[src/rtl/rte_pkg.sv]
`default_nettype none

package rte_pkg;

    // Register indexes on the configuration port
    localparam logic [1:0] CFG_PREAMBLE_TICKS = 2'd0;
    localparam logic [1:0] CFG_ZERO_TICKS     = 2'd1;
    localparam logic [1:0] CFG_ONE_TICKS      = 2'd2;
    localparam logic [1:0] CFG_REPEAT_COUNT   = 2'd3;

    localparam int CFG_INDEX_W = 2;
    localparam int CFG_DATA_W  = 12;

    localparam logic [11:0] PREAMBLE_TICKS_RST = 12'd525;
    localparam logic [9:0]  ZERO_TICKS_RST     = 10'd150;
    localparam logic [9:0]  ONE_TICKS_RST      = 10'd300;
    localparam logic [7:0]  REPEAT_COUNT_RST   = 8'd150;

    localparam logic [6:0]  KEY_MASK = 7'h7F;

    // Segment being sent
    typedef enum logic [1:0] {
        PH_PREAMBLE = 2'd0,
        PH_BIT      = 2'd1,
        PH_ZERO_INV = 2'd2,
        PH_SPARE    = 2'd3
    } phase_t;

    typedef struct packed {
        logic        start_req;
        logic [15:0] remote_code;
        logic [6:0]  key_id;
    } in_item_t;

    typedef struct packed {
        logic line_level;
        logic busy_res;
    } out_item_t;

    typedef struct packed {
        logic [11:0] preamble_ticks;
        logic [9:0]  zero_ticks;
        logic [9:0]  one_ticks;
        logic [7:0]  repeat_count;
    } cfg_t;

    // Sequencer control state (frame word kept apart, its width is a parameter)
    typedef struct packed {
        logic        active;
        logic        level;
        phase_t      phase;
        logic [11:0] tick_timer;
        logic [4:0]  bit_index;
        logic [7:0]  repeats_left;
    } ctl_t;

endpackage

`default_nettype wire

[src/rtl/rte_step.sv]
`default_nettype none

module rte_step #(
    parameter int FRAME_BITS = 23
) (
    input  var rte_pkg::ctl_t     ctl,
    input  var logic [FRAME_BITS-1:0] frame_word,
    input  var rte_pkg::in_item_t item,
    input  var rte_pkg::cfg_t     cfg,
    output rte_pkg::ctl_t         ctl_next,
    output logic [FRAME_BITS-1:0] frame_next,
    output rte_pkg::out_item_t    result
);

    localparam int IDX_W = (FRAME_BITS > 1) ? $clog2(FRAME_BITS) : 1;
    localparam logic [4:0] LAST_BIT = 5'(FRAME_BITS - 1);

    logic [31:0] cmd;
    logic [11:0] pre_dur;
    logic [11:0] zero_dur;
    logic [11:0] one_dur;
    logic [7:0]  rep_init;

    assign cmd      = {9'd0, item.remote_code, item.key_id & rte_pkg::KEY_MASK};
    assign pre_dur  = (cfg.preamble_ticks == 12'd0) ? 12'd1 : cfg.preamble_ticks;
    assign zero_dur = (cfg.zero_ticks == 10'd0) ? 12'd1 : {2'd0, cfg.zero_ticks};
    assign one_dur  = (cfg.one_ticks == 10'd0) ? 12'd1 : {2'd0, cfg.one_ticks};
    assign rep_init = (cfg.repeat_count == 8'd0) ? 8'd1 : cfg.repeat_count;

    always_comb
    begin
        rte_pkg::ctl_t          s;
        logic [FRAME_BITS-1:0]  fw;
        logic                   cur_bit;
        logic [11:0]            dur;
        logic [11:0]            t;
        logic                   step_bit;

        s        = ctl;
        fw       = frame_word;
        step_bit = 1'b0;
        result   = '0;
        ctl_next = ctl;

        // Idle tick with a request: latch the command, this tick is already preamble
        if (!s.active && item.start_req)
        begin
            fw             = cmd[FRAME_BITS-1:0];
            s.active       = 1'b1;
            s.phase        = rte_pkg::PH_PREAMBLE;
            s.tick_timer   = 12'd0;
            s.bit_index    = 5'd0;
            s.repeats_left = rep_init;
        end

        cur_bit = fw[s.bit_index[IDX_W-1:0]];

        case (s.phase)
            rte_pkg::PH_PREAMBLE:
            begin
                result.line_level = 1'b1;
                dur               = pre_dur;
            end
            rte_pkg::PH_BIT:
            begin
                result.line_level = s.level;
                dur               = cur_bit ? one_dur : zero_dur;
            end
            default:
            begin
                result.line_level = ~s.level;
                dur               = zero_dur;
            end
        endcase

        t = s.tick_timer + 12'd1;
        s.tick_timer = t;
        if (t >= dur || t == 12'd0)
        begin
            s.tick_timer = 12'd0;
            case (s.phase)
                rte_pkg::PH_PREAMBLE:
                begin
                    s.level     = 1'b0;
                    s.phase     = rte_pkg::PH_BIT;
                    s.bit_index = LAST_BIT;
                end
                rte_pkg::PH_BIT:
                begin
                    if (cur_bit)
                    begin
                        s.level  = ~s.level;
                        step_bit = 1'b1;
                    end
                    else
                    begin
                        s.phase = rte_pkg::PH_ZERO_INV;
                    end
                end
                default:
                begin
                    step_bit = 1'b1;
                end
            endcase
        end

        // Advance to the next bit, or to the next frame / idle after bit 0
        if (step_bit)
        begin
            if (s.bit_index == 5'd0)
            begin
                s.repeats_left = s.repeats_left - 8'd1;
                s.phase        = rte_pkg::PH_PREAMBLE;
                if (s.repeats_left == 8'd0)
                begin
                    s.active = 1'b0;
                    s.level  = 1'b0;
                end
            end
            else
            begin
                s.bit_index = s.bit_index - 5'd1;
                s.phase     = rte_pkg::PH_BIT;
            end
        end

        result.busy_res = 1'b1;
        frame_next      = fw;

        if (!ctl.active && !item.start_req)
        begin
            // Idle tick, nothing to send
            result     = '0;
            frame_next = frame_word;
        end
        else
        begin
            ctl_next = s;
        end
    end

endmodule

`default_nettype wire

[src/rtl/rf_remote_toggle_encoder_top.sv]
// A result item is registered and shown the cycle after its tick is accepted.
// Throughput: 1 item per cycle unless a result is stalled; the single result
//   register is the only stage, and a tick enters as a held result is taken.
// Reset: rst_n clears the sequencer to idle (line low) and loads the timing
//   registers with their defaults; no clearing pass.
`default_nettype none

module rf_remote_toggle_encoder_top #(
    parameter int FRAME_BITS = 23   // command bits sent per frame, 1..32
) (
    input  var logic                            clk,
    input  var logic                            rst_n,
    // tick items in
    input  var logic                            in_valid,
    output logic                                in_stall,
    input  var rte_pkg::in_item_t               in_data,
    // result items out
    output logic                                out_valid,
    input  var logic                            out_stall,
    output rte_pkg::out_item_t                  out_data,
    // configuration writes
    input  var logic                            cfg_we,
    input  var logic [rte_pkg::CFG_INDEX_W-1:0] cfg_index,
    input  var logic [rte_pkg::CFG_DATA_W-1:0]  cfg_data
);

    rte_pkg::cfg_t             cfg_reg;
    rte_pkg::ctl_t             ctl_reg;
    rte_pkg::ctl_t             ctl_next;
    logic [FRAME_BITS-1:0]     frame_reg;
    logic [FRAME_BITS-1:0]     frame_next;
    rte_pkg::out_item_t        out_reg;
    rte_pkg::out_item_t        result;
    logic                      out_valid_reg;
    logic                      in_accept;

    // Input waits only while a finished result is held and downstream stalls.
    assign in_stall  = out_valid_reg & out_stall;
    assign in_accept = in_valid & ~in_stall;
    assign out_valid = out_valid_reg;
    assign out_data  = out_reg;

    // Timing registers; a mid-sequence write is used from the next tick on.
    always_ff @(posedge clk or negedge rst_n)
    begin
        if (!rst_n)
        begin
            cfg_reg.preamble_ticks <= rte_pkg::PREAMBLE_TICKS_RST;
            cfg_reg.zero_ticks     <= rte_pkg::ZERO_TICKS_RST;
            cfg_reg.one_ticks      <= rte_pkg::ONE_TICKS_RST;
            cfg_reg.repeat_count   <= rte_pkg::REPEAT_COUNT_RST;
        end
        else if (cfg_we)
        begin
            case (cfg_index)
                rte_pkg::CFG_PREAMBLE_TICKS: cfg_reg.preamble_ticks <= cfg_data;
                rte_pkg::CFG_ZERO_TICKS:     cfg_reg.zero_ticks     <= cfg_data[9:0];
                rte_pkg::CFG_ONE_TICKS:      cfg_reg.one_ticks      <= cfg_data[9:0];
                rte_pkg::CFG_REPEAT_COUNT:   cfg_reg.repeat_count   <= cfg_data[7:0];
                default: ;
            endcase
        end
    end

    // One tick of the pulse-toggle sequencer
    rte_step #(
        .FRAME_BITS (FRAME_BITS)
    ) u_step (
        .ctl        (ctl_reg),
        .frame_word (frame_reg),
        .item       (in_data),
        .cfg        (cfg_reg),
        .ctl_next   (ctl_next),
        .frame_next (frame_next),
        .result     (result)
    );

    // Sequencer state and result register both advance on each accepted tick.
    always_ff @(posedge clk or negedge rst_n)
    begin
        if (!rst_n)
        begin
            ctl_reg       <= '0;
            frame_reg     <= '0;
            out_valid_reg <= 1'b0;
        end
        else
        begin
            if (in_accept)
            begin
                ctl_reg   <= ctl_next;
                frame_reg <= frame_next;
            end
            if (in_accept)
                out_valid_reg <= 1'b1;
            else if (!out_stall)
                out_valid_reg <= 1'b0;
        end
    end

    // Result payload, no reset needed
    always_ff @(posedge clk)
    begin
        if (in_accept)
            out_reg <= result;
    end

endmodule

`default_nettype wire
[config.mk]
export PLATFORM = sky130hd
export DESIGN_NAME = rf_remote_toggle_encoder_top
export DESIGN_NICKNAME = d
export VERILOG_FILES = /design/src/rtl/rte_pkg.sv /design/src/rtl/rte_step.sv /design/src/rtl/rf_remote_toggle_encoder_top.sv
export SDC_FILE = /design/constraint.sdc
export NUM_CORES = 1
export LEC_CHECK = 0
export BUFFER_PORTS_ARGS = -buffer_cell sky130_fd_sc_hd__buf_2
export CAP_MARGIN = 20
export CELL_PAD_IN_SITES_DETAIL_PLACEMENT = 1
export CELL_PAD_IN_SITES_GLOBAL_PLACEMENT = 1
export CORE_MARGIN = 4
export CORE_UTILIZATION = 44
export CTS_BUF_LIST = sky130_fd_sc_hd__clkbuf_2
export DETAILED_ROUTE_END_ITERATION = 7
export PLACE_DENSITY = 0.85
export SYNTH_ARGS = -nofsm -noshare
export SYNTH_HDL_FRONTEND = slang
export SYNTH_HIERARCHICAL = 1
export SYNTH_SLANG_ARGS = --single-unit
[constraint.sdc]
create_clock -name clk -period 4.47 [get_ports clk]
set_input_delay 0.447 -clock clk [delete_from_list [all_inputs] [get_ports clk]]
set_output_delay 0.447 -clock clk [all_outputs]
set_load 0.01 [all_outputs]
# [Word level (Yosys, flattened, before mapping)]
# Index checks and enable logic that the tools add are counted.
[op_classes] add_sub_neg=3 n_lt_le_gt_ge=2 eq_ne=5 mux=30 n_bitwise=5 reduce_logical=19
[ops] cell="27-bit two-way mux" count=1
[ops] cell="12-bit logical NOT" count=2
[ops] cell="12-bit two-way mux" count=2
[ops] cell="12-bit case mux with 2 select lines" count=1
[ops] cell="23-bit two-way mux" count=1
[ops] cell="10-bit logical NOT" count=2
[ops] cell="10-bit two-way mux" count=2
[ops] cell="20-bit two-way mux" count=1
[ops] cell="8-bit logical NOT" count=2
[ops] cell="8-bit two-way mux" count=2
[ops] cell="13-bit two-way mux" count=1
[ops] cell="12-bit by 1-bit adder with 12-bit output, second input constant" count=1
[ops] cell="12-bit greater-or-equal comparator" count=1
[ops] cell="5-bit two-way mux" count=2
[ops] cell="2-bit AND reduction" count=5
[ops] cell="1-bit two-way mux" count=9
[ops] cell="8-bit by 1-bit subtractor with 8-bit output, second input constant" count=1
[ops] cell="5-bit by 6-bit < comparator with 1-bit output, second input constant" count=1
[ops] cell="2-bit two-way mux" count=3
[ops] cell="3-bit case mux with 2 select lines" count=1
[ops] cell="1-bit binary-select mux with 5-bit select" count=1
[ops] cell="5-bit logical NOT" count=1
[ops] cell="5-bit by 1-bit subtractor with 5-bit output, second input constant" count=1
[ops] cell="2-bit by 1-bit == test with 1-bit output, second input constant" count=2
[ops] cell="10 further kinds" count=18
[totals] reg_bits=95 output_inout_bits=4

# [Depth between registers and ports, before layout]
# Gate-level depths: netlist (run 1).
[depth] ltp_word=13 ltp_mapped=23 ltp_nobuf=17

# [Cells and area by module]
# Netlist (run 1), hierarchy kept.
[by_module_without_submodules] mod="rf_remote_toggle_encoder_top" instances=1 cells_each=202 area_per_inst_um2=3593.4
[by_module_without_submodules] mod="rte_step" instances=1 cells_each=413 area_per_inst_um2=2497.4

# [Least setup slack after synthesis (run 1)]
# No wires, ideal clock.
[synth_path] path_type="register to register" start="reg ctl_reg[28] (netlist bit)" end="reg ctl_reg[25] (netlist bit)" arrival_time_ns=4.517 slack_ns=-0.171 stages_incl_launch_ff=23 n_path_buf=5 synth_period_minus_slack_ns=4.641 cell_sequence="dfrtp_1 -> buf_2 -> nor2b_1 -> clkbuf_1 -> buf_1 -> buf_1 -> buf_1 -> nor2_1 -> ha_1 -> and2_0 -> and2_1 -> xnor2_1 -> nor2_1 -> ha_1 -> nand3_1 -> nor2_1 -> o2111ai_1 -> o211a_1 -> and2_1 -> or4b_1 -> o2111ai_1 -> o21ai_1 -> mux2_2"
[synth_between] elab_chain_cells=13
[synth_rtl] element="from (decl)" line_no="rf_remote_toggle_encoder_top.sv:28" source="rte_pkg::ctl_t ctl_reg;"
[synth_rtl] element="from (signal assigned)" line_no="rf_remote_toggle_encoder_top.sv:91" source="ctl_reg <= ctl_next;"
[synth_rtl] element="1-bit logical NOT *" line_no="rte_step.sv:46, rte_step.sv:130"
[synth_rtl] element="1-bit logical AND" line_no="rte_step.sv:46" source="if (!s.active && item.start_req)"
[synth_rtl] element="23-bit two-way mux / 27-bit two-way mux (equally long branches)" line_no="rte_step.sv:46"
[synth_rtl] element="1-bit binary-select mux with 5-bit select" line_no="rte_step.sv:56" source="cur_bit = fw[s.bit_index[IDX_W-1:0]];"
[synth_rtl] element="1-bit two-way mux (implied by the code)" line_no="rte_step.sv:56"
[synth_rtl] element="12-bit two-way mux" line_no="rte_step.sv:67" source="dur = cur_bit ? one_dur : zero_dur;"
[synth_rtl] element="12-bit case mux with 2 select lines" line_no="rte_step.sv:58" source="case (s.phase)"
[synth_rtl] element="12-bit greater-or-equal comparator" line_no="rte_step.sv:78" source="if (t >= dur || t == 12'd0)"
[synth_rtl] element="1-bit logical OR" line_no="rte_step.sv:78"
[synth_rtl] element="20-bit two-way mux" line_no="rte_step.sv:78"
[synth_rtl] element="5-bit logical NOT" line_no="rte_step.sv:110" source="if (s.bit_index == 5'd0)"
[synth_rtl] element="1-bit two-way mux" line_no="rte_step.sv:110"
[synth_rtl] element="4-bit two-way mux" line_no="rte_step.sv:108" source="if (step_bit)"
# Mark *: on every way between the ends. The rest lies on a longest branch, timed or not. The select of a mux whose other input is x is not followed.
# A chain may end at the register's enable or synchronous reset.

# [Final worst setup path (run 1)]
[layout_path] start="reg ctl_reg[9] (netlist bit)" end="reg ctl_reg[28] (netlist bit)"
[layout_between] elab_chain_cells=11
[layout_rtl] element="27-bit two-way mux *" line_no="rte_step.sv:46"
[layout_rtl] element="1-bit binary-select mux with 5-bit select" line_no="rte_step.sv:56"
[layout_rtl] element="1-bit two-way mux (implied by the code)" line_no="rte_step.sv:56"
[layout_rtl] element="12-bit two-way mux" line_no="rte_step.sv:67"
[layout_rtl] element="12-bit case mux with 2 select lines" line_no="rte_step.sv:58"
[layout_rtl] element="12-bit greater-or-equal comparator" line_no="rte_step.sv:78"
[layout_rtl] element="1-bit logical OR" line_no="rte_step.sv:78"
[layout_rtl] element="20-bit two-way mux" line_no="rte_step.sv:78"
[layout_rtl] element="5-bit logical NOT" line_no="rte_step.sv:110"
[layout_rtl] element="2-bit two-way mux" line_no="rte_step.sv:110"
[layout_rtl] element="4-bit two-way mux *" line_no="rte_step.sv:108"
# Marks and branches as above.

==> impl_summary.log, run 1 <==
INFO  metric run_status = complete, no violations
INFO  metric power-per-cell-area = 583 nW/um^2
INFO  metric period_share = 98.7%
INFO  metric synth_async_sr_flop_share = 97.9%
INFO  metric timing_worst_setup_path_type = reg -> reg
INFO  metric wl = 17.6 mm
INFO  metric synth.top_cells.by_area = sky130_fd_sc_hd__dfrtp_1, sky130_fd_sc_hd__mux2_2, sky130_fd_sc_hd__nand2_1
INFO  metric timing.final.hold_violations = 0
INFO  metric first_global_vias = 5376
INFO  metric cts_max_level = 3
INFO  metric cts.clk_slew.worst_paths = 0.27 ns
INFO  metric cts-root-buf = sky130_fd_sc_hd__clkbuf_2
INFO  metric finish.net_count = 737
INFO  metric grt_use_total = 21.8%
INFO  metric largest_reg_flops = 40
INFO  metric critical_path.cell_chain = buf_6 > mux2i_1 > o2111a_1 > o311a_1 > nor4_4 > buf_6 > a21oi_4 > a222oi_1 > ha_1 > nand3_2 > nor2_2 > o2111ai_2 > o211a_4 > a211o_4 > nand4b_1 > and2_1 > mux2_2
INFO  metric most_used_cell_cp = sky130_fd_sc_hd__buf_6
INFO  metric setup_viol = 0
INFO  metric core = 13400 sq um
INFO  metric postSynthAreaPerCell = 9.90 sq um
INFO  metric maxCapViolations = 0
INFO  metric critPathRequiredTime = 5.02 ns
INFO  metric p_total = 4.05 mW
INFO  metric critical-path-max-stage-delay = 0.52 ns
INFO  metric detailroute.via_count = 5074
INFO  metric avgRoutedWirePerCell = 20.4 um
INFO  metric initial_util = 45.5%
INFO  metric globalRouteOverflowTotal = 0
INFO  metric startpoint_type = flip-flop
INFO  metric crit_arrival = 4.96 ns
INFO  metric ys_ff_latch = 95
INFO  metric critical_path.max_fanout = 7
INFO  metric synthesis_warning_total = 6
INFO  metric endpoint = ctl_reg[28]
INFO  metric critPathTopFamily = compound AO/OA/AOI/OAI gates
INFO  metric drt.antenna.violating_nets = 0
INFO  metric postSynthCellCount = 615
INFO  metric final_cells = 859
INFO  metric reg2reg_setup_slack = 0.06 ns
INFO  metric vdd.ir_drop.worst = 0.264 mV
INFO  metric synth_edf_count = 2
INFO  metric finClkSkew = 0.0278 ns
INFO  metric timing.hold.worst.class = in -> reg
INFO  metric synth_seq_area_share = 39.5%
INFO  metric regToRegEndpoint = ctl_reg[28]
INFO  metric cts_made_buffers = 9
INFO  metric rsz0062_at_grt = yes
INFO  metric cts_buffer_depth = 2
INFO  metric tritoncts = yes
INFO  metric post-route-drc-count = 0
INFO  metric timing.critical_path.buf_inv = 2
INFO  metric max_freq = 227 MHz
INFO  metric place_congestion = 0.937
INFO  metric synth_top_area_share = 31.6%
INFO  metric synth_cell_type_count = 73
INFO  metric synthFlopType = sky130_fd_sc_hd__dfrtp_1
INFO  metric preCtsSetupSlack = -0.0337 ns
INFO  metric startpoint = ctl_reg[9]
INFO  metric setup.worst_path.end_class = flip-flop
INFO  metric power.leakage = 3.12 nW
INFO  metric hpwl = 12.5 mm
INFO  metric drtIter0Drc = 399
INFO  metric n_antenna_cell = 0
INFO  metric numPortBuffers = 46
INFO  metric post_drt_via_cell_ratio = 5.91
INFO  metric cp_num_cells = 17
INFO  metric syn_nets = 673
INFO  metric slew_viol_final = 0
INFO  metric layout-area-overhead-vs-synth = 14.0%
INFO  metric die_width = 126 um
INFO  metric timing.max_slew.rel_slack = 27.3%
INFO  metric tritoncts_num_sinks = 95
INFO  metric critical_path.slowest_cell = sky130_fd_sc_hd__dfrtp_2
INFO  metric timing_worst_slew_pin_value = 1.09 ns
INFO  metric drive_above_1_share = 36.0%
INFO  metric worstSkewPairLatency = 0.63 ns
INFO  metric period_needed = 4.41 ns
INFO  metric die-height = 126 um
INFO  metric post-route-worst-setup-slack = 0.0585 ns
INFO  metric grt_pass1_wl = 28.0 mm
INFO  metric yosys.cell_count.top_type = sky130_fd_sc_hd__nand2_1
INFO  metric combined_area_of_all_synthesized_cells = 6090 sq um
INFO  metric boundaryPins = 47
INFO  metric reg2regPathDepth = 17
INFO  metric crit_reg_reg_startpoint = ctl_reg[9]
INFO  metric floorplan.die_area = 15800 sq um
INFO  metric yosys.area.top_type = sky130_fd_sc_hd__dfrtp_1
INFO  metric synth.cells.most_frequent = sky130_fd_sc_hd__nand2_1, sky130_fd_sc_hd__mux2_2, sky130_fd_sc_hd__dfrtp_1
INFO  metric maximum_number_of_pins_on_one_net_before_global_route_repair = 49
INFO  metric cell_count_post_placement = 832
INFO  metric detailed_routing_iteration_count_for_the_pre_antenna_repair_pass = 5
INFO  metric placement_rows = 42
INFO  metric antenna_found_initial = 0
## area by class of cell
| type | instances | area [sq um] |
|---|---|---|
| Fill cell | 1536 | 6460 |
| Multi-Input combinational cell | 477 | 3590 |
| Sequential cell | 95 | 2410 |
| Timing Repair Buffer | 87 | 578 |
| Tap cell | 176 | 220 |
| Clock inverter | 6 | 71.3 |
| Clock buffer | 9 | 45.0 |
| Inverter | 9 | 33.8 |
## cell families after synthesis
| logic type | after synthesis | share of synthesized area (%) |
|---|---|---|
| buffers and inverters | 43 | 3.72 |
| adders and majority gates | 15 | 3.08 |
| AOI/OAI and AO/OA | 104 | 12.1 |
| xor gates and xnor gates | 18 | 2.59 |
| muxes | 111 | 20.7 |
| DFF | 95 | 39.5 |
| and+or+nand+nor | 229 | 18.3 |
## power breakdown
| group | switching [mW] | leakage, nW | internal (mW) | total (mW) |
|---|---|---|---|---|
| registers | 0.292 | 1.14 | 1.14 | 1.43 |
| logic | 1.13 | 1.92 | 1.04 | 2.16 |
| clock network | 0.320 | 0.0646 | 0.130 | 0.450 |
## routing by layer
metal / up-vias / global-route usage (%) / routed length [um] / part of all wire [%]
met3: 22 / 3.90 / 594 / 3.4
met1: 2576 / 28.1 / 7670 / 44
li1: 2355 / - / - / -
met2: 121 / 37.7 / 9060 / 52
met4: 0 / 5.93 / 246 / 1.4
met5: - / 0 / 0 / 0
## worst reg2reg max path, delay by kind of cell, from the launching register on
kind | cells | cell delay, ns
AOI/OAI and AO/OA | 7 | 1.97
and+or+nand+nor | 5 | 0.92
buffers and inverters | 2 | 0.32
adders and majority gates | 1 | 0.25
DFF | 1 | 0.52
muxes | 2 | 0.38
## worst min path at each step
stage,end,cells after the start,slack (ns),startpoint
6_report,cfg_reg[26],2,0.07,cfg_data[8]
5_1_grt,cfg_reg[26],2,0.006,cfg_data[8]
4_1_cts,cfg_reg[26],2,0.02,cfg_data[8]
3_5_place_dp,frame_reg[0],1,0.51,frame_reg[0]
3_3_place_gp,frame_reg[2],1,0.50,frame_reg[2]
2_1_floorplan,cfg_reg[0],0,0.15,rst_n
## per-stage QoR
step,area [sq um],util (%),hold slack (ns),setup TNS [ns]
2_1_floorplan,6090,-,0.151,0
3_3_place_gp,6590,49.2,0.498,0
3_5_place_dp,6590,49.2,0.510,-0.0717
4_1_cts,6760,50.4,0.0220,0
5_1_grt,6940,51.8,0.00597,-0.634
6_report,6940,51.8,0.0695,0
## timing repair
item	CTS	global route
buffers inserted	0	8
endpoints found under the hold margin	49	0
pin swaps	1	17
hold buffers	4	0
setup endpoints to repair	10	22
gates resized for setup	3	27
## cell usage in the layout, fill, tap and decap left out, drive strengths merged, types with 6 or more instances in the layout
cell    synthesis  routed
nand2         113     113
mux2           95      95
buf            24      83
dfrtp          77      77
nor2           32      32
o21ai          25      25
a21oi          19      19
dfstp          16      16
nor3           16      16
ha             15      15
mux2i          14      14
nand3          12      12
xor2           10      10
nor4           10      10
clkbuf         10       9
inv             8       9
and2            9       9
xnor2           8       8
a22o            7       7
nor2b           7       7
nand3b          6       6
nand4           6       6
Power figures use the tool's default switching activity.
==> run 2, diff against run 1 <==
RECOVER_POWER = 25   (was not set)
==> run 2 against run 1 <==
The flow now finishes with violations (capacitance limit, slew limit). Sequential power about the same. Utilization is essentially flat. Fmax is 0.32% lower. Clock skew down 0.0011 ns. Non-clock buffer count stayed put. Critical path depth is the same. Highest routed layer unchanged. Flip-flop and latch count unchanged. Via count increased by 0.32%. Combinational power barely moved.
==> impl_summary.log, run 2 (same netlist as run 1, synthesis figures left out) <==
INFO  metric area.sequential = 2410 sq um (unchanged)
INFO  metric crit_arrival = 4.97 ns (was 4.96 ns)
INFO  metric slew_viol_final = 48 (was 0)
INFO  metric timing.max_slew.rel_slack = -85.2% (was 27.3%)
INFO  metric finClkSkew = 0.0267 ns (was 0.0278 ns)
INFO  metric timing.critical_path.buf_inv = 2 (unchanged)
INFO  metric grt_pass1_wl = 28.0 mm (unchanged)
INFO  metric maximum_number_of_pins_on_one_net_before_global_route_repair = 49 (unchanged)
INFO  metric max_freq = 226 MHz (was 227 MHz)
INFO  metric drtIter0Drc = 399 (unchanged)
INFO  metric cp_num_cells = 17 (unchanged)
INFO  metric tritoncts_num_sinks = 95 (unchanged)
INFO  metric finish.net_count = 737 (unchanged)
INFO  metric critical_path.slowest_cell = sky130_fd_sc_hd__dfrtp_2 (unchanged)
INFO  metric critical_path.max_fanout = 7 (unchanged)
INFO  metric power-per-cell-area = 583 nW/um^2 (about the same)
INFO  metric final.hold.worst_slack = 0.0688 ns (was 0.0695 ns)
INFO  metric place_congestion = 0.937 (unchanged)
INFO  metric detailed_routing_iteration_count_for_the_pre_antenna_repair_pass = 6 (was 5)
INFO  metric avgRoutedWirePerCell = 20.5 um (was 20.4 um)
INFO  metric critical_path.cell_chain = buf_6 > mux2i_1 > o2111a_1 > o311a_1 > nor4_4 > buf_6 > a21oi_4 > a222oi_1 > ha_1 > nand3_2 > nor2_2 > o2111ai_2 > o211a_4 > a211o_4 > nand4b_1 > and2_1 > mux2_2 (unchanged)
INFO  metric timing.hold.worst.class = in -> reg (unchanged)
INFO  metric cts-root-buf = sky130_fd_sc_hd__clkbuf_2 (unchanged)
INFO  metric run_status = finished, violations left (was complete, no violations)
INFO  metric startpoint = ctl_reg[9] (unchanged)
INFO  metric largest_reg_flops = 40 (unchanged)
INFO  metric layout_common_cells = sky130_fd_sc_hd__nand2_1, sky130_fd_sc_hd__mux2_2, sky130_fd_sc_hd__dfrtp_1, sky130_fd_sc_hd__buf_2, sky130_fd_sc_hd__buf_4 (unchanged)
INFO  metric tritoncts = yes (unchanged)
INFO  metric floorplan.die_area = 15800 sq um (unchanged)
INFO  metric startpoint_type = flip-flop (unchanged)
INFO  metric n_antenna_cell = 0 (unchanged)
INFO  metric post_drt_via_cell_ratio = 5.93 (was 5.91)
INFO  metric cts_made_buffers = 9 (unchanged)
INFO  metric timing_worst_slew_pin_value = 2.78 ns (was 1.09 ns)
INFO  metric maxCapViolations = 1 (was 0)
INFO  metric period_share = 99.0% (was 98.7%)
INFO  metric violated_checks = capacitance limit, slew limit
INFO  metric holdPathStages = 2 (unchanged)
INFO  metric placement_rows = 42 (unchanged)
INFO  metric core = 13400 sq um (unchanged)
INFO  metric timing_worst_setup_path_type = reg -> reg (unchanged)
INFO  metric drt.antenna.violating_nets = 0 (unchanged)
INFO  metric setup_viol = 0 (unchanged)
INFO  metric globalRouteOverflowTotal = 0 (unchanged)
INFO  metric vdd.ir_drop.worst = 0.264 mV (about the same)
INFO  metric cts_max_level = 3 (unchanged)
INFO  metric crit_reg_reg_startpoint = ctl_reg[9] (unchanged)
INFO  metric critPathRequiredTime = 5.02 ns (about the same)
INFO  metric layout.cells.most_common = sky130_fd_sc_hd__nand2_1 (unchanged)
INFO  metric finalSetupTns = 0 ns (unchanged)
INFO  metric drive_above_1_share = 35.1% (was 36.0%)
INFO  metric power.leakage = 3.11 nW (was 3.12 nW)
INFO  metric boundaryPins = 47 (unchanged)
INFO  metric numPortBuffers = 46 (unchanged)
INFO  metric most_used_cell_cp = sky130_fd_sc_hd__buf_6 (unchanged)
INFO  metric die_width = 126 um (unchanged)
INFO  metric launch_point_of_the_worst_hold_path = cfg_data[8] (unchanged)
INFO  metric reg2regPathDepth = 17 (unchanged)
INFO  metric layout-area-overhead-vs-synth = 13.9% (was 14.0%)
INFO  metric critical-path-max-stage-delay = 0.52 ns (about the same)
INFO  metric grt_use_total = 21.8% (unchanged)
INFO  metric post-route-drc-count = 0 (unchanged)
INFO  metric multiInputGateArea = 3590 sq um (unchanged)
INFO  metric n_fill_cell = 1538 (was 1536)
INFO  metric wl = 17.6 mm (about the same)
INFO  metric reg2reg_setup_slack = 0.04 ns (was 0.06 ns)
INFO  metric critPathTopFamily = compound AO/OA/AOI/OAI gates (unchanged)
INFO  metric initial_util = 45.5% (unchanged)
INFO  metric first_global_vias = 5376 (unchanged)
INFO  metric cts.clk_slew.worst_paths = 0.27 ns (about the same)
INFO  metric die-height = 126 um (unchanged)
INFO  metric rsz0062_at_grt = yes (unchanged)
INFO  metric antenna_found_initial = 0 (unchanged)
INFO  metric detailroute.via_count = 5090 (was 5074)
INFO  metric period_needed = 4.43 ns (was 4.41 ns)
INFO  metric cts_buffer_depth = 2 (unchanged)
INFO  metric setup.worst_path.end_class = flip-flop (unchanged)
INFO  metric hpwl = 12.5 mm (unchanged)
INFO  metric worstSkewPairLatency = 0.63 ns (about the same)
INFO  metric timing.final.hold_violations = 0 (unchanged)
==> run 2: changes by cell type in the layout (fill, tap and decap cells not counted), sizes merged <==
cell,change
clkbuf,+2
buf,-2
==> run 2: final timing paths <==
kind                                      to
worst max register to register   ctl_reg[28]
worst max-delay path             ctl_reg[28]
worst min register to register  frame_reg[0]
worst min-delay path             cfg_reg[26]
max in group asynchronous        cfg_reg[22]
min in group asynchronous        ctl_reg[12]
==> run 2: final cells by class <==
cell class,count,share of cell area [%]
clock buffers,9,0.649
multi-input cells,477,51.7
inverters,9,0.487
flip-flops and latches,95,34.7
repair buffers,87,8.26
well taps,176,3.17
clock inverters,6,1.03
==> run 2: metrics by stage <==
stage / power, mW / cells / instance area [sq um] / utilization [%] / worst slack [ns]
after global placement: 3.18 / 832 / 6590 / 49.2 / 0.0942
after floorplan: 2.71 / 615 / 6090 / - / 0.0314
after global routing: 4.35 / 859 / 6940 / 51.8 / -0.0901
final: 4.04 / 859 / 6940 / 51.8 / 0.0445
after detailed placement: 3.33 / 832 / 6590 / 49.2 / -0.0337
after CTS: 3.80 / 851 / 6760 / 50.4 / 0.0102
==> run 2: worst reg2reg max path: stages (launching register included) <==
cell	delay (ns)
sky130_fd_sc_hd__dfrtp_2	0.52
sky130_fd_sc_hd__buf_6	0.14
sky130_fd_sc_hd__mux2i_1	0.11
sky130_fd_sc_hd__o2111a_1	0.23
sky130_fd_sc_hd__o311a_1	0.39
sky130_fd_sc_hd__nor4_4	0.25
sky130_fd_sc_hd__buf_6	0.18
sky130_fd_sc_hd__a21oi_4	0.09
sky130_fd_sc_hd__a222oi_1	0.48
sky130_fd_sc_hd__ha_1	0.25
sky130_fd_sc_hd__nand3_2	0.09
sky130_fd_sc_hd__nor2_2	0.12
sky130_fd_sc_hd__o2111ai_2	0.11
sky130_fd_sc_hd__o211a_4	0.29
sky130_fd_sc_hd__a211o_4	0.38
sky130_fd_sc_hd__nand4b_1	0.25
sky130_fd_sc_hd__and2_1	0.22
sky130_fd_sc_hd__mux2_2	0.27
==> run 2: what timing repair did <==
action / 4_1_cts / 5_1_grt
hold buffers: 4 / 0
gates resized for setup: 3 / 27
pin swaps: 1 / 17
setup buffers: 0 / 8
endpoints found under the setup margin: 10 / 22
hold endpoints to repair: 49 / 0
==> run 2: routing by layer <==
metal	vias to the layer above	global-route usage, %	wire (um)
met5	-	0	0
met4	0	5.93	291
met3	24	3.90	639
met2	119	37.7	9000
met1	2592	28.1	7640
li1	2355	-	-
==> run 2: power breakdown <==
part	leakage, nW	switching (mW)	internal [mW]	total (mW)
sequential	1.14	0.293	1.14	1.43
combinational	1.91	1.13	1.04	2.17
clock	0.0646	0.320	0.130	0.450
==> run 3, diff against run 2 <==
CORE_UTILIZATION = 49   (was 44)
PLACE_DENSITY = 0.89   (was 0.85)
clock period = 4.9 ns   (was 4.47 ns; I/O delays follow)
==> run 3 against run 2 <==
The flow still finishes with violations (capacitance limit, slew limit). Largest cell class unchanged. Count of clock-buffer cells in the layout did not move. Combinational power fell by 11%. Worst setup slack got worse by 0.012 ns. Non-clock buffer count fell by 18. Die area fell by 9.6%. Register-to-register slack barely moved. Routed wire length rose by 0.75%. Cell count fell by 2.8%. First-iteration DRC count rose by 13%. Sequential power fell by 7%. Worst hold slack got worse by 0.0049 ns.
==> impl_summary.log, run 3 (same netlist as run 1, synthesis figures left out) <==
INFO  metric run_status = finished, violations left (unchanged)
INFO  metric violated_checks = capacitance limit, slew limit (unchanged)
INFO  metric tritoncts = yes (unchanged)
INFO  metric timing.max_slew.rel_slack = -72.9% (was -85.2%)
INFO  metric detailed_routing_iteration_count_for_the_pre_antenna_repair_pass = 5 (was 6)
INFO  metric die_width = 119 um (was 126 um)
INFO  metric tritoncts_num_sinks = 95 (unchanged)
INFO  metric timing.final.hold_violations = 0 (unchanged)
INFO  metric timing.hold.worst.class = in -> reg (unchanged)
INFO  metric maxCapViolations = 1 (unchanged)
INFO  metric setup.worst_path.end_class = flip-flop (unchanged)
INFO  metric hpwl = 12.2 mm (was 12.5 mm)
INFO  metric startpoint_type = flip-flop (unchanged)
INFO  metric cts_max_level = 3 (unchanged)
INFO  metric drtIter0Drc = 452 (was 399)
INFO  metric cts_buffer_depth = 2 (unchanged)
INFO  metric floorplan.die_area = 14300 sq um (was 15800 sq um)
INFO  metric power.leakage = 3.02 nW (was 3.11 nW)
INFO  metric numPortBuffers = 46 (unchanged)
INFO  metric largest_reg_flops = 40 (unchanged)
INFO  metric post-route-worst-setup-slack = 0.0324 ns (was 0.0445 ns)
INFO  metric reg2regPathDepth = 18 (was 17)
INFO  metric period_share = 99.3% (was 99.0%)
INFO  metric regToRegEndpoint = ctl_reg[5] (was ctl_reg[28])
INFO  metric timing_worst_slew_pin_value = 2.59 ns (was 2.78 ns)
INFO  metric crit_reg_reg_startpoint = ctl_reg[9] (unchanged)
INFO  metric detailroute.via_count = 5078 (was 5090)
INFO  metric layout-area-overhead-vs-synth = 10.7% (was 13.9%)
INFO  metric max_freq = 205 MHz (was 226 MHz)
INFO  metric wl = 17.7 mm (was 17.6 mm)
INFO  metric cts-root-buf = sky130_fd_sc_hd__clkbuf_2 (unchanged)
INFO  metric reg2reg_setup_slack = 0.03 ns (was 0.04 ns)
INFO  metric drt.antenna.violating_nets = 0 (unchanged)
INFO  metric globalRouteOverflowTotal = 0 (unchanged)
INFO  metric core = 12100 sq um (was 13400 sq um)
INFO  metric critical_path.max_fanout = 9 (was 7)
INFO  metric avgRoutedWirePerCell = 21.2 um (was 20.5 um)
INFO  metric post-route-drc-count = 0 (unchanged)
INFO  metric timing_worst_setup_path_type = reg -> reg (unchanged)
INFO  metric placement_rows = 40 (was 42)
INFO  metric worstSkewPairLatency = 0.65 ns (was 0.63 ns)
INFO  metric die-height = 119 um (was 126 um)
INFO  metric layout_common_cells = sky130_fd_sc_hd__nand2_1, sky130_fd_sc_hd__mux2_2, sky130_fd_sc_hd__dfrtp_1, sky130_fd_sc_hd__buf_2, sky130_fd_sc_hd__nor2_1 (was sky130_fd_sc_hd__nand2_1, sky130_fd_sc_hd__mux2_2, sky130_fd_sc_hd__dfrtp_1, sky130_fd_sc_hd__buf_2, sky130_fd_sc_hd__buf_4)
INFO  metric layout.cells.most_common = sky130_fd_sc_hd__nand2_1 (unchanged)
INFO  metric slew_viol_final = 44 (was 48)
INFO  metric p_total = 3.64 mW (was 4.04 mW)
INFO  metric boundaryPins = 47 (unchanged)
INFO  metric vdd.ir_drop.worst = 0.232 mV (was 0.264 mV)
INFO  metric cts_made_buffers = 9 (unchanged)
INFO  metric maximum_number_of_pins_on_one_net_before_global_route_repair = 55 (was 49)
INFO  metric grt_pass1_wl = 27.5 mm (was 28.0 mm)
INFO  metric post_drt_via_cell_ratio = 6.08 (was 5.93)
INFO  metric initial_util = 50.3% (was 45.5%)
INFO  metric critPathRequiredTime = 5.46 ns (was 5.02 ns)
INFO  metric power-per-cell-area = 540 nW/um^2 (was 583 nW/um^2)
INFO  metric startpoint = ctl_reg[9] (unchanged)
INFO  metric preCtsSetupSlack = 0.137 ns (was -0.0337 ns)
INFO  metric place_congestion = 0.891 (was 0.937)
INFO  metric drive_above_1_share = 32.9% (was 35.1%)
INFO  metric grt_use_total = 24.1% (was 21.8%)
INFO  metric cts.clk_slew.worst_paths = 0.28 ns (was 0.27 ns)
INFO  metric setup_viol = 0 (unchanged)
INFO  metric n_fill_cell = 1397 (was 1538)
INFO  metric finClkSkew = 0.0481 ns (was 0.0267 ns)
INFO  metric period_needed = 4.87 ns (was 4.43 ns)
INFO  metric first_global_vias = 5318 (was 5376)
INFO  metric endpoint = ctl_reg[5] (was ctl_reg[28])
INFO  metric crit_arrival = 5.43 ns (was 4.97 ns)
INFO  metric antenna_found_initial = 1 (was 0)
INFO  metric finish.net_count = 719 (was 737)
==> run 3: worst max-delay path, stage by stage, from the launching register on <==
cell                        delay (ns)
sky130_fd_sc_hd__dfrtp_2          0.51
sky130_fd_sc_hd__buf_4            0.18
sky130_fd_sc_hd__nand3b_1         0.17
sky130_fd_sc_hd__o2111a_1         0.16
sky130_fd_sc_hd__o311a_4          0.37
sky130_fd_sc_hd__nor4_4           0.56
sky130_fd_sc_hd__a21oi_4          0.14
sky130_fd_sc_hd__a222oi_1         0.55
sky130_fd_sc_hd__ha_1             0.28
sky130_fd_sc_hd__nand3_1          0.13
sky130_fd_sc_hd__nor2_2           0.16
sky130_fd_sc_hd__o2111ai_2        0.15
sky130_fd_sc_hd__o211a_4          0.31
sky130_fd_sc_hd__buf_4            0.15
sky130_fd_sc_hd__a2111oi_4        0.39
sky130_fd_sc_hd__xor2_1           0.11
sky130_fd_sc_hd__a22oi_1          0.15
sky130_fd_sc_hd__o21ai_1          0.09
sky130_fd_sc_hd__mux2_2           0.26
==> run 3: final cells by class <==
class / instances / area (sq um) / share of cell area (%)
multi-input cells: 477 / 3560 / 52.8
flip-flops and latches: 95 / 2410 / 35.8
repair buffers: 69 / 429 / 6.37
well taps: 168 / 210 / 3.12
clock inverters: 7 / 53.8 / 0.798
clock buffers: 9 / 45.0 / 0.668
inverters: 9 / 33.8 / 0.501
diodes: 1 / 2.50 / 0.0371
==> run 3: worst min-delay path by stage <==
stage / start / end / slack (ns) / cells after the start
finish: in_valid / out_valid / 0.06 / 2
global route: in_valid / out_valid / 0.03 / 2
global placement: frame_reg[0] / frame_reg[0] / 0.49 / 1
detailed placement: frame_reg[2] / frame_reg[2] / 0.51 / 1
CTS: in_valid / out_valid / 0.03 / 2
floorplan: rst_n / cfg_reg[0] / 0.19 / 0
==> run 3: per-stage QoR <==
| step | instances | instance area (sq um) | TNS [ns] | hold slack [ns] | util (%) |
|---|---|---|---|---|---|
| after floorplan | 615 | 6090 | 0 | 0.194 | - |
| final | 835 | 6740 | 0 | 0.0639 | 55.7 |
| after detailed placement | 807 | 6450 | 0 | 0.509 | 53.2 |
| after global routing | 835 | 6740 | -1.25 | 0.0323 | 55.7 |
| after CTS | 824 | 6560 | 0 | 0.0305 | 54.2 |
| after global placement | 807 | 6450 | 0 | 0.493 | 53.2 |
==> run 3: what timing repair did <==
item                                   CTS  global route
setup endpoints to repair                1            11
endpoints found under the hold margin   42             0
hold buffers                             1             0
pin swaps                                1            11
gates resized for setup                  1            20
setup buffers                            0            10
==> run 3: power breakdown <==
part / switching, mW / internal [mW]
registers: 0.289 / 1.04
clock network: 0.298 / 0.0744
logic: 1.03 / 0.908
total: 1.62 / 2.02
==> run 3: metal layers <==
| metal | GRT usage, % | routed length [um] | vias to the layer above |
|---|---|---|---|
| li1 | - | - | 2305 |
| met1 | 31.3 | 7480 | 2557 |
| met2 | 40.4 | 8940 | 178 |
| met3 | 4.15 | 857 | 38 |
| met4 | 8.80 | 422 | 0 |
| met5 | 0 | 0 | - |
